$ cat config.mk
export PLATFORM = sky130hd
export DESIGN_NAME = ip_address_to_text_core
export DESIGN_NICKNAME = d
export VERILOG_FILES = /design/src/rtl/ipat_pkg.sv /design/src/rtl/ip_address_to_text_core.sv
export SDC_FILE = /design/constraint.sdc
export NUM_CORES = 1
export LEC_CHECK = 0
export BUFFER_PORTS_ARGS = -buffer_cell sky130_fd_sc_hd__buf_2
export CORE_UTILIZATION = 50
export DETAILED_ROUTE_END_ITERATION = 8
export MAX_ROUTING_LAYER = met4
export PLACE_DENSITY = 0.72
export SYNTH_ARGS = -nofsm -noshare
export SYNTH_HDL_FRONTEND = slang
export SYNTH_SLANG_ARGS = --single-unit
export TNS_END_PERCENT = 20
$ cat constraint.sdc
create_clock -name clk -period 6.12 [get_ports clk]
set_input_delay 0.918 -clock clk [delete_from_list [all_inputs] [get_ports clk]]
set_output_delay 0.918 -clock clk [all_outputs]
set_load 0.05 [all_outputs]
$ cat src/rtl/ipat_pkg.sv
// Shared types, character codes and digit helpers for the address-to-text block.
package ipat_pkg;

  typedef enum logic [3:0] {
    S_IDLE,
    S_INVALID,
    S_DEC,
    S_V4_DOT,
    S_V6_OPEN,
    S_V6_GRP,
    S_V6_DC1,
    S_V6_DC2,
    S_V6_HEX,
    S_V6_CLOSE,
    S_COLON
  } state_t;

  localparam logic [1:0] FAM_IPV4 = 2'd1;
  localparam logic [1:0] FAM_IPV6 = 2'd2;

  localparam logic [15:0] DIV_10000 = 16'd10000;
  localparam logic [15:0] DIV_1000  = 16'd1000;
  localparam logic [15:0] DIV_100   = 16'd100;
  localparam logic [15:0] DIV_10    = 16'd10;

  localparam logic [2:0] POS_10000 = 3'd0;
  localparam logic [2:0] POS_1000  = 3'd1;
  localparam logic [2:0] POS_100   = 3'd2;
  localparam logic [2:0] POS_10    = 3'd3;
  localparam logic [2:0] POS_ONES  = 3'd4;

  localparam logic [7:0] CH_ZERO   = 8'h30;
  localparam logic [7:0] CH_LOWA   = 8'h61;
  localparam logic [7:0] CH_DOT    = 8'h2e;
  localparam logic [7:0] CH_COLON  = 8'h3a;
  localparam logic [7:0] CH_OPEN   = 8'h5b;
  localparam logic [7:0] CH_CLOSE  = 8'h5d;
  localparam logic [7:0] CH_NUL    = 8'h00;

  function automatic logic [15:0] dec_div(input logic [2:0] pos);
    logic [15:0] d;
    case (pos)
      POS_10000: d = DIV_10000;
      POS_1000:  d = DIV_1000;
      POS_100:   d = DIV_100;
      default:   d = DIV_10;
    endcase
    return d;
  endfunction

  function automatic logic [7:0] hex_char(input logic [3:0] d);
    logic [7:0] c;
    if (d < 4'd10) begin
      c = CH_ZERO + {4'd0, d};
    end else begin
      c = CH_LOWA + {4'd0, d} - 8'd10;
    end
    return c;
  endfunction

endpackage

$ cat src/rtl/ip_address_to_text_core.sv
// Top level: converts an IPv4 or IPv6 address and optional port into URI host text.
//
// An address beat is taken on the input channel (in_valid/in_ready) and the text
// leaves on the output channel (out_valid/out_ready), one ASCII character per beat,
// with last set on the final character. An unknown family yields a single beat with
// invalid and last set and a zero character.
// One sequencer and one shared compare-and-subtract unit do the work. in_ready is
// high only while the sequencer is idle; one address is handled at a time.
// For IPv4 the first digit needs its subtractions before the first character is
// registered. The sequencer handles in turn each emitted character, each suppressed
// leading zero nibble or decimal place, each group start that writes no colon, and
// each subtraction of a place value (at most nine per digit).
// A single output register holds the current character; while the receiver stalls,
// the sequencer waits, and the next address may be accepted while the final
// character of the previous one is still held.
// Reset returns the sequencer to idle and empties the output register.
module ip_address_to_text_core (
  input  logic        clk,
  input  logic        rst,
  input  logic        in_valid,
  output logic        in_ready,
  input  logic [1:0]  family,
  input  logic [63:0] addr_high,
  input  logic [63:0] addr_low,
  input  logic [15:0] port,
  input  logic        with_port,
  output logic        out_valid,
  input  logic        out_ready,
  output logic [7:0]  text_char,
  output logic        last,
  output logic        invalid
);

  ipat_pkg::state_t state, state_next;

  logic [127:0] addr, addr_next;
  logic [15:0]  port_r, port_r_next;
  logic         with_port_r, with_port_r_next;
  logic [15:0]  dec_val, dec_val_next;
  logic [3:0]   digit, digit_next;
  logic [2:0]   dec_pos, dec_pos_next;
  logic         shown, shown_next;
  logic         dec_port, dec_port_next;
  logic [1:0]   oct_idx, oct_idx_next;
  logic [2:0]   grp_idx, grp_idx_next;
  logic [1:0]   nib, nib_next;

  logic         emit_req;
  logic [7:0]   emit_char;
  logic         emit_last;
  logic         emit_inv;
  logic         slot_free;
  logic         advance;

  logic [15:0]  div;
  logic         ge;
  logic [7:0]   octet;
  logic [15:0]  grp;
  logic [3:0]   nib_val;
  logic [7:0]   zero_grp;
  logic         run_found;
  logic [2:0]   run_start;
  logic [3:0]   run_end;
  logic         need_colon;

  assign in_ready  = (state == ipat_pkg::S_IDLE);
  assign slot_free = !out_valid || out_ready;
  assign advance   = !emit_req || slot_free;

  assign div     = ipat_pkg::dec_div(dec_pos);
  assign ge      = (dec_val >= div);
  assign octet   = 8'(addr[31:0] >> {2'd2 - oct_idx, 3'b000});
  assign grp     = 16'(addr >> {~grp_idx, 4'b0000});
  assign nib_val = 4'(grp >> {nib, 2'b00});

  always_comb begin
    for (int i = 0; i < 8; i++) begin
      zero_grp[i] = (addr[(7 - i) * 16 +: 16] == 16'd0);
    end
    run_found = 1'b0;
    run_start = 3'd0;
    for (int i = 0; i < 7; i++) begin
      if (!run_found && zero_grp[i] && zero_grp[i + 1]) begin
        run_found = 1'b1;
        run_start = 3'(i);
      end
    end
    run_end = 4'd8;
    for (int j = 7; j >= 0; j--) begin
      if (3'(j) > run_start && !zero_grp[j]) begin
        run_end = 4'(j);
      end
    end
  end

  assign need_colon = (grp_idx != 3'd0) && !(run_found && ({1'b0, grp_idx} == run_end));

  always_comb begin
    state_next       = state;
    addr_next        = addr;
    port_r_next      = port_r;
    with_port_r_next = with_port_r;
    dec_val_next     = dec_val;
    digit_next       = digit;
    dec_pos_next     = dec_pos;
    shown_next       = shown;
    dec_port_next    = dec_port;
    oct_idx_next     = oct_idx;
    grp_idx_next     = grp_idx;
    nib_next         = nib;
    emit_req         = 1'b0;
    emit_char        = ipat_pkg::CH_NUL;
    emit_last        = 1'b0;
    emit_inv         = 1'b0;

    unique case (state)
      ipat_pkg::S_IDLE: begin
        if (in_valid) begin
          addr_next        = {addr_high, addr_low};
          port_r_next      = port;
          with_port_r_next = with_port;
          dec_val_next     = {8'd0, addr_low[31:24]};
          digit_next       = 4'd0;
          dec_pos_next     = ipat_pkg::POS_100;
          shown_next       = 1'b0;
          dec_port_next    = 1'b0;
          oct_idx_next     = 2'd0;
          grp_idx_next     = 3'd0;
          if (family == ipat_pkg::FAM_IPV4) begin
            state_next = ipat_pkg::S_DEC;
          end else if (family == ipat_pkg::FAM_IPV6) begin
            state_next = ipat_pkg::S_V6_OPEN;
          end else begin
            state_next = ipat_pkg::S_INVALID;
          end
        end
      end
      ipat_pkg::S_INVALID: begin
        emit_req  = 1'b1;
        emit_last = 1'b1;
        emit_inv  = 1'b1;
        if (advance) begin
          state_next = ipat_pkg::S_IDLE;
        end
      end
      ipat_pkg::S_DEC: begin
        if (dec_pos != ipat_pkg::POS_ONES) begin
          if (ge) begin
            dec_val_next = dec_val - div;
            digit_next   = digit + 4'd1;
          end else begin
            emit_req  = (digit != 4'd0) || shown;
            emit_char = ipat_pkg::CH_ZERO + {4'd0, digit};
            if (advance) begin
              shown_next   = shown || (digit != 4'd0);
              digit_next   = 4'd0;
              dec_pos_next = dec_pos + 3'd1;
            end
          end
        end else begin
          emit_req  = 1'b1;
          emit_char = ipat_pkg::CH_ZERO + {4'd0, dec_val[3:0]};
          emit_last = dec_port || ((oct_idx == 2'd3) && !with_port_r);
          if (advance) begin
            if (dec_port) begin
              state_next = ipat_pkg::S_IDLE;
            end else if (oct_idx == 2'd3) begin
              state_next = with_port_r ? ipat_pkg::S_COLON : ipat_pkg::S_IDLE;
            end else begin
              state_next = ipat_pkg::S_V4_DOT;
            end
          end
        end
      end
      ipat_pkg::S_V4_DOT: begin
        emit_req  = 1'b1;
        emit_char = ipat_pkg::CH_DOT;
        if (advance) begin
          oct_idx_next = oct_idx + 2'd1;
          dec_val_next = {8'd0, octet};
          digit_next   = 4'd0;
          dec_pos_next = ipat_pkg::POS_100;
          shown_next   = 1'b0;
          state_next   = ipat_pkg::S_DEC;
        end
      end
      ipat_pkg::S_V6_OPEN: begin
        emit_req  = 1'b1;
        emit_char = ipat_pkg::CH_OPEN;
        if (advance) begin
          state_next = ipat_pkg::S_V6_GRP;
        end
      end
      ipat_pkg::S_V6_GRP: begin
        if (run_found && (grp_idx == run_start)) begin
          state_next = ipat_pkg::S_V6_DC1;
        end else begin
          emit_req  = need_colon;
          emit_char = ipat_pkg::CH_COLON;
          if (advance) begin
            nib_next   = 2'd3;
            shown_next = 1'b0;
            state_next = ipat_pkg::S_V6_HEX;
          end
        end
      end
      ipat_pkg::S_V6_DC1: begin
        emit_req  = 1'b1;
        emit_char = ipat_pkg::CH_COLON;
        if (advance) begin
          state_next = ipat_pkg::S_V6_DC2;
        end
      end
      ipat_pkg::S_V6_DC2: begin
        emit_req  = 1'b1;
        emit_char = ipat_pkg::CH_COLON;
        if (advance) begin
          if (run_end == 4'd8) begin
            state_next = ipat_pkg::S_V6_CLOSE;
          end else begin
            grp_idx_next = run_end[2:0];
            nib_next     = 2'd3;
            shown_next   = 1'b0;
            state_next   = ipat_pkg::S_V6_HEX;
          end
        end
      end
      ipat_pkg::S_V6_HEX: begin
        emit_char = ipat_pkg::hex_char(nib_val);
        if (nib != 2'd0) begin
          emit_req = (nib_val != 4'd0) || shown;
          if (advance) begin
            shown_next = shown || (nib_val != 4'd0);
            nib_next   = nib - 2'd1;
          end
        end else begin
          emit_req = 1'b1;
          if (advance) begin
            if (grp_idx == 3'd7) begin
              state_next = ipat_pkg::S_V6_CLOSE;
            end else begin
              grp_idx_next = grp_idx + 3'd1;
              state_next   = ipat_pkg::S_V6_GRP;
            end
          end
        end
      end
      ipat_pkg::S_V6_CLOSE: begin
        emit_req  = 1'b1;
        emit_char = ipat_pkg::CH_CLOSE;
        emit_last = !with_port_r;
        if (advance) begin
          state_next = with_port_r ? ipat_pkg::S_COLON : ipat_pkg::S_IDLE;
        end
      end
      ipat_pkg::S_COLON: begin
        emit_req  = 1'b1;
        emit_char = ipat_pkg::CH_COLON;
        if (advance) begin
          dec_val_next  = port_r;
          digit_next    = 4'd0;
          dec_pos_next  = ipat_pkg::POS_10000;
          shown_next    = 1'b0;
          dec_port_next = 1'b1;
          state_next    = ipat_pkg::S_DEC;
        end
      end
      default: begin
        state_next = ipat_pkg::S_IDLE;
      end
    endcase
  end

  always_ff @(posedge clk) begin
    if (rst) begin
      state     <= ipat_pkg::S_IDLE;
      out_valid <= 1'b0;
    end else begin
      state <= state_next;
      if (emit_req && slot_free) begin
        out_valid <= 1'b1;
      end else if (out_ready) begin
        out_valid <= 1'b0;
      end
    end
  end

  always_ff @(posedge clk) begin
    addr        <= addr_next;
    port_r      <= port_r_next;
    with_port_r <= with_port_r_next;
    dec_val     <= dec_val_next;
    digit       <= digit_next;
    dec_pos     <= dec_pos_next;
    shown       <= shown_next;
    dec_port    <= dec_port_next;
    oct_idx     <= oct_idx_next;
    grp_idx     <= grp_idx_next;
    nib         <= nib_next;
    if (emit_req && slot_free) begin
      text_char <= emit_char;
      last      <= emit_last;
      invalid   <= emit_inv;
    end
  end

endmodule

* Word level (Yosys, flattened, before mapping)
Index checks and enable logic that the tools add are counted.
** Operators by class
- Add/subtract/negate cells :: 12
- Magnitude comparators :: 10
- Equal/unequal tests :: 42
- Shift-type cells :: 3
- Multiplexer cells :: 106
- Bitwise operators :: 1
- Reduce and logical (&&, ||, !) cells :: 84
** Operators with widths (count)
- $logic_not A16 Y1 :: 8
- $shr A128 B7 Y16 :: 1
- $mux W4 :: 29
- $mux W16 :: 5
- $pmux W16 S4 :: 1
- $mux W3 :: 19
- $pmux W8 S7 :: 1
- $pmux W14 S3 :: 1
- $ne A2 B2 Y1 const B :: 20
- $pmux W4 S10 :: 1
- $shr A32 B5 Y8 :: 1
- $mux W1 :: 28
- $logic_and A1 B1 Y1 :: 26
- $add A6 B4 Y7 const A :: 3
- $reduce_and A7 Y1 :: 3
- $logic_not A1 Y1 :: 18
- $eq A4 B3 Y1 const B :: 4
- $eq A4 B4 Y1 const B :: 4
- $ge A16 B16 Y1 :: 1
- $mux W2 :: 8
- $mux W8 :: 2
- $shr A16 B4 Y4 :: 1
- $sub A16 B16 Y16 :: 1
- $gt A3 B3 Y1 const A :: 4
- other kinds (48) :: 68
** Storage, ports and cells
- Flip-flop bits (word level) :: 192
- Input bits :: 151
- Output and inout port bits :: 12
- Logic and storage cells :: 274

* Longest topological paths before layout
- Depth in word-level cells :: 49
- Mapped depth :: 18

* Least setup slack after synthesis
Ideal clock, no wire load.
- Kind :: register to register
- Start point :: register state[2]
- End point :: register addr[0] (enable)
- Setup time :: 0.497 ns
- Arrival time :: 4.218 ns
- Data required time :: 5.623 ns
- Path slack :: 1.405 ns
- Stages on the path, launching flop included :: 7
- Path buffers :: 1
- Path through :: dfxtp_1 > clkbuf_1 > nor2_1 > nand2_1 > inv_1 > nand2_1 > inv_1
** Between the ends
- Word-level cells in the longest chain between the ends :: 2
** RTL lines
- start: declaration :: line ip_address_to_text_core.sv:34 : ipat_pkg::state_t state, state_next;
- start signal: assignment :: line ip_address_to_text_core.sv:276 : state <= ipat_pkg::S_IDLE;
- start signal: assignment :: line ip_address_to_text_core.sv:279 : state <= state_next;
- $logic_not A4 Y1
- net in_ready :: line ip_address_to_text_core.sv:21 : output logic in_ready,
- $reduce_and A2 Y1 (no line)
- end signal: assignment :: line ip_address_to_text_core.sv:289 : addr <= addr_next;
- end: declaration :: line ip_address_to_text_core.sv:36 : logic [127:0] addr, addr_next;
The timed path passes the listed nets, and every way through them passes these cells.
A chain may end at the register's enable or synchronous reset.

* Worst setup path after layout
- Start point :: register grp_idx[0]
- End point :: register grp_idx[1] (enable)
** Between the ends
- Word-level cells in the longest chain between the ends :: 11
- Elaborated cells on any way between the ends :: 22
- Those cells by class :: eq/ne (6); shift (2); mux (3); bitwise (1); reduce/logical (10)
** RTL lines
- start: declaration :: line ip_address_to_text_core.sv:45 : logic [2:0] grp_idx, grp_idx_next;
- start signal: assignment :: line ip_address_to_text_core.sv:298 : grp_idx <= grp_idx_next;
- $not A3 Y3 :: line ip_address_to_text_core.sv:73 : assign grp = 16'(addr >> {~grp_idx, 4'b0000});
- $shr A128 B7 Y16 :: line ip_address_to_text_core.sv:73
- $shr A16 B4 Y4 :: line ip_address_to_text_core.sv:74 : assign nib_val = 4'(grp >> {nib, 2'b00});
- $reduce_bool A4 Y1 :: line ip_address_to_text_core.sv:231 : emit_req = (nib_val != 4'd0) || shown;
- $logic_or A1 B1 Y1 :: line ip_address_to_text_core.sv:231
- $mux W1 :: line ip_address_to_text_core.sv:230 : if (nib != 2'd0) begin
- $pmux W1 S4 :: line ip_address_to_text_core.sv:116 : unique case (state)
- $logic_not A1 Y1 :: line ip_address_to_text_core.sv:68 : assign advance = !emit_req || slot_free;
- $logic_or A1 B1 Y1 :: line ip_address_to_text_core.sv:68
- $ne A2 B2 Y1 (no line)
- $reduce_and A7 Y1 (no line) (*)
Mark *: on every way between the ends. The rest lies on a longest branch, timed or not.

==> flow_metrics.tcl <==
set metrics [dict create \
    regArea_um2 5690 \
    grt_pass1_vias 6984 \
    netlist-cell-type-count 72 \
    die_h_um 142 \
    crit_start "grp_idx[0]$_SDFFCE_PN0P_" \
    die_x_um 142 \
    crit_path_top_delay_cell "edfxtp_1" \
    track_usage_pct 27.1 \
    final_cell_mix "edfxtp_1 (186), buf_2 (161), nor2_1 (59), nand2_1 (54), a21oi_1 (52)" \
    final_cells 1195 \
    clkLatencyLatePin_ns 0.45 \
    drt-wirelength-per-cell_um 21.3 \
    antenna_left 0 \
    ctsLongestPathBuffers 2 \
    num_io_pins 163 \
    cpPeakStageDelay_ns 0.95 \
    clk_pin_slew_ns 0.08 \
    r2r_end "grp_idx[1]$_SDFFCE_PN0P_" \
    dp_hpwl_mm 19.0 \
    final_area_um2 11500 \
    r2r_setup_slack_ns 1.18 \
    path_cells "buf_4 -> mux4_2 -> mux4_2 -> nand2_1 -> nand2_1 -> inv_2 -> ha_1 -> and3b_1 -> a32oi_1 -> a211o_1 -> nor4_1 -> or3_1 -> o21ai_1 -> a2111oi_2" \
    crit_path_end_kind "flip-flop" \
    nNetsFinal 1100 \
    grt-ovfl-total 0 \
    clock-skew-final_ns 0.0121 \
    yosys_warnings 0 \
    viasPerCell 6.15 \
    row_count 50 \
    cts_tree "yes" \
    finalSetupViolations 0 \
    avgSynthCellArea_um2 12.9 \
    fin_crit_ns 4.94 \
    max_freq_ghz 0.202 \
    min_to "dec_val[15]$_SDFFCE_PP0P_" \
    period_share_pct 80.8 \
    fin_util_pct 60.6 \
    coreArea_um2 19000 \
    hp-start "port_r[15]$_DFFE_PP_" \
    hold_buffers 0 \
    root_buffer "clkbuf_16" \
    leakagePower_nw 4.19 \
    clock-sinks 191 \
    min_path_cells 2 \
    layout-drive-gt1-share_pct 26.5 \
    synth-edff-count 186 \
    tightest_slew_ns 0.995 \
    max_slew_margin_pct 33.2 \
    dominantRegCellSynth "edfxtp_1" \
    setup_ws_ns 1.18 \
    cap_violations 0 \
    r2r-start "grp_idx[0]$_SDFFCE_PN0P_" \
    synth_fp_nets 945 \
    grt_max_degree 76 \
    final_common_cell "edfxtp_1" \
    start_util_pct 51.8 \
    r2r_cells 14 \
    cp-start-kind "flip-flop" \
    dr.pass1.iters 6 \
    drc 0 \
    pre_cts_ws_ns 1.19 \
    path_class "reg2reg" \
    ir_worst_vdd_mv 0.228 \
    antenna_found_initial 0 \
    rsz0062_at_grt "no" \
    syn_area_um2 9860 \
    fillers 1502 \
    postSynth.asyncResetShare_pct 0 \
    n_antenna_cell 0 \
    drv_slew 0 \
    die_area_um2 20300 \
    hold_violations 0 \
    syn_inst 767 \
    post_cts_resized 0 \
    hp-class "reg2reg" \
    syn_to_final_growth_pct 16.9 \
    placed_cells 1163 \
    placed_area_um2 10900 \
    htreeDepth 4 \
    vias 7348 \
    port_buffers 161 \
    power.density_nw_per_um2 513 \
    postCtsSetupBuffers 0 \
    grt_pass1_wl_mm 39.0 \
    ys_ff_latch 191 \
    first_iter_violations 876 \
    cts_buffers 17 \
    cp_max_fo 16 \
    wirelength_mm 25.4 \
    cp.required_ns 6.21 \
    seq_area_frac_synth_pct 57.7 \
    fin_tns_setup_ns 0 \
    worstPathArrival_ns 5.03 \
    gp_congestion 0.920 \
    outcome "finished, final reports clean" \
    multi_input_area_um2 3880 \
]
==> logic make-up after synthesis <==
kind of cell	synth area share, %
simple gates	13.0
flops	57.7
compound gates	11.3
buf+inv	2.97
mux	10.4
fa+ha+maj	3.50
xor+xnor	1.15
other cells	0.0380
==> through the flow <==
step	total power [mW]	hold WS, ns
finish	5.91	0.542
CTS	5.89	0.546
detailed placement	4.69	0.524
global placement	4.66	0.508
floorplan	4.09	0.496
global route	6.22	0.566
==> Yosys cell counts (all sizes together) (4+ instances only) <==
master / n / area (um2)
o21ai: 35 / 175
nand3: 15 / 75.1
and4: 9 / 78.8
ha: 26 / 325
a221o: 6 / 60.1
dfxtp: 5 / 100
nor4: 37 / 231
xnor2: 10 / 87.6
buf: 18 / 131
a21oi: 52 / 260
nor2: 59 / 221
a22oi: 11 / 82.6
nor3: 23 / 115
a21o: 6 / 45.0
mux4: 36 / 811
a311oi: 5 / 43.8
mux2i: 19 / 203
or3: 5 / 31.3
o21a: 5 / 37.5
o21bai: 4 / 30.0
clkbuf: 16 / 60.1
and2: 5 / 31.3
inv: 27 / 101
nor2b: 11 / 68.8
or4: 4 / 30.0
nand2b: 5 / 31.3
nand4: 9 / 56.3
a211oi: 7 / 52.6
nand2: 54 / 203
edfxtp: 186 / 5590
==> where the power goes <==
group          leakage, nW  switching (mW)  internal (mW)
sequential            1.79           0.342           1.97
combinational         2.09            1.42          0.986
clock                0.309           0.556          0.633
total                 4.19            2.32           3.59
==> cell type report <==
type,count,area share (%)
multi-input cells,515,33.7
repair buffers,170,7.69
inverters,27,0.901
clock buffers,17,3.69
well taps,260,2.82
flip-flops and latches,191,49.3
clock inverters,15,1.87
==> flip-flops by register name, indices dropped and copies added (netlist names), 2 cells and up <==
register and flops:
digit 4, dec_pos 3, port_r 16, dec_val 16, grp_idx 3, addr 128, text_char 7, state 4
nib 2, oct_idx 2
==> per-layer routing <==
metal	routed length (um)	track usage, %
met1	10800	36.0
met2	11600	40.8
met3	2210	6.16
met4	765	9.96
met5	0	-
==> worst max-delay path: cells and delay by family (launching register included) <==
family / cells / cell delay [ns]
AO/OA/AOI/OAI: 4 / 1.13
adder cells (fa/ha/maj): 1 / 0.15
buffers and inverters: 2 / 0.40
flip-flops: 1 / 0.95
multiplexers: 2 / 0.98
AND/OR/NAND/NOR: 5 / 0.97
==> worst max path at each step <==
stage	slack, ns	endpoint	cells past startpoint
6_report	1.18	grp_idx[1]$_SDFFCE_PN0P_	14
5_1_grt	0.71	grp_idx[0]$_SDFFCE_PN0P_	14
4_1_cts	1.17	grp_idx[1]$_SDFFCE_PN0P_	14
3_5_place_dp	1.19	grp_idx[1]$_SDFFCE_PN0P_	14
3_3_place_gp	1.40	grp_idx[0]$_SDFFCE_PN0P_	14
2_1_floorplan	1.40	addr[0]$_DFFE_PP_	6
Power figures use the tool's default switching activity.
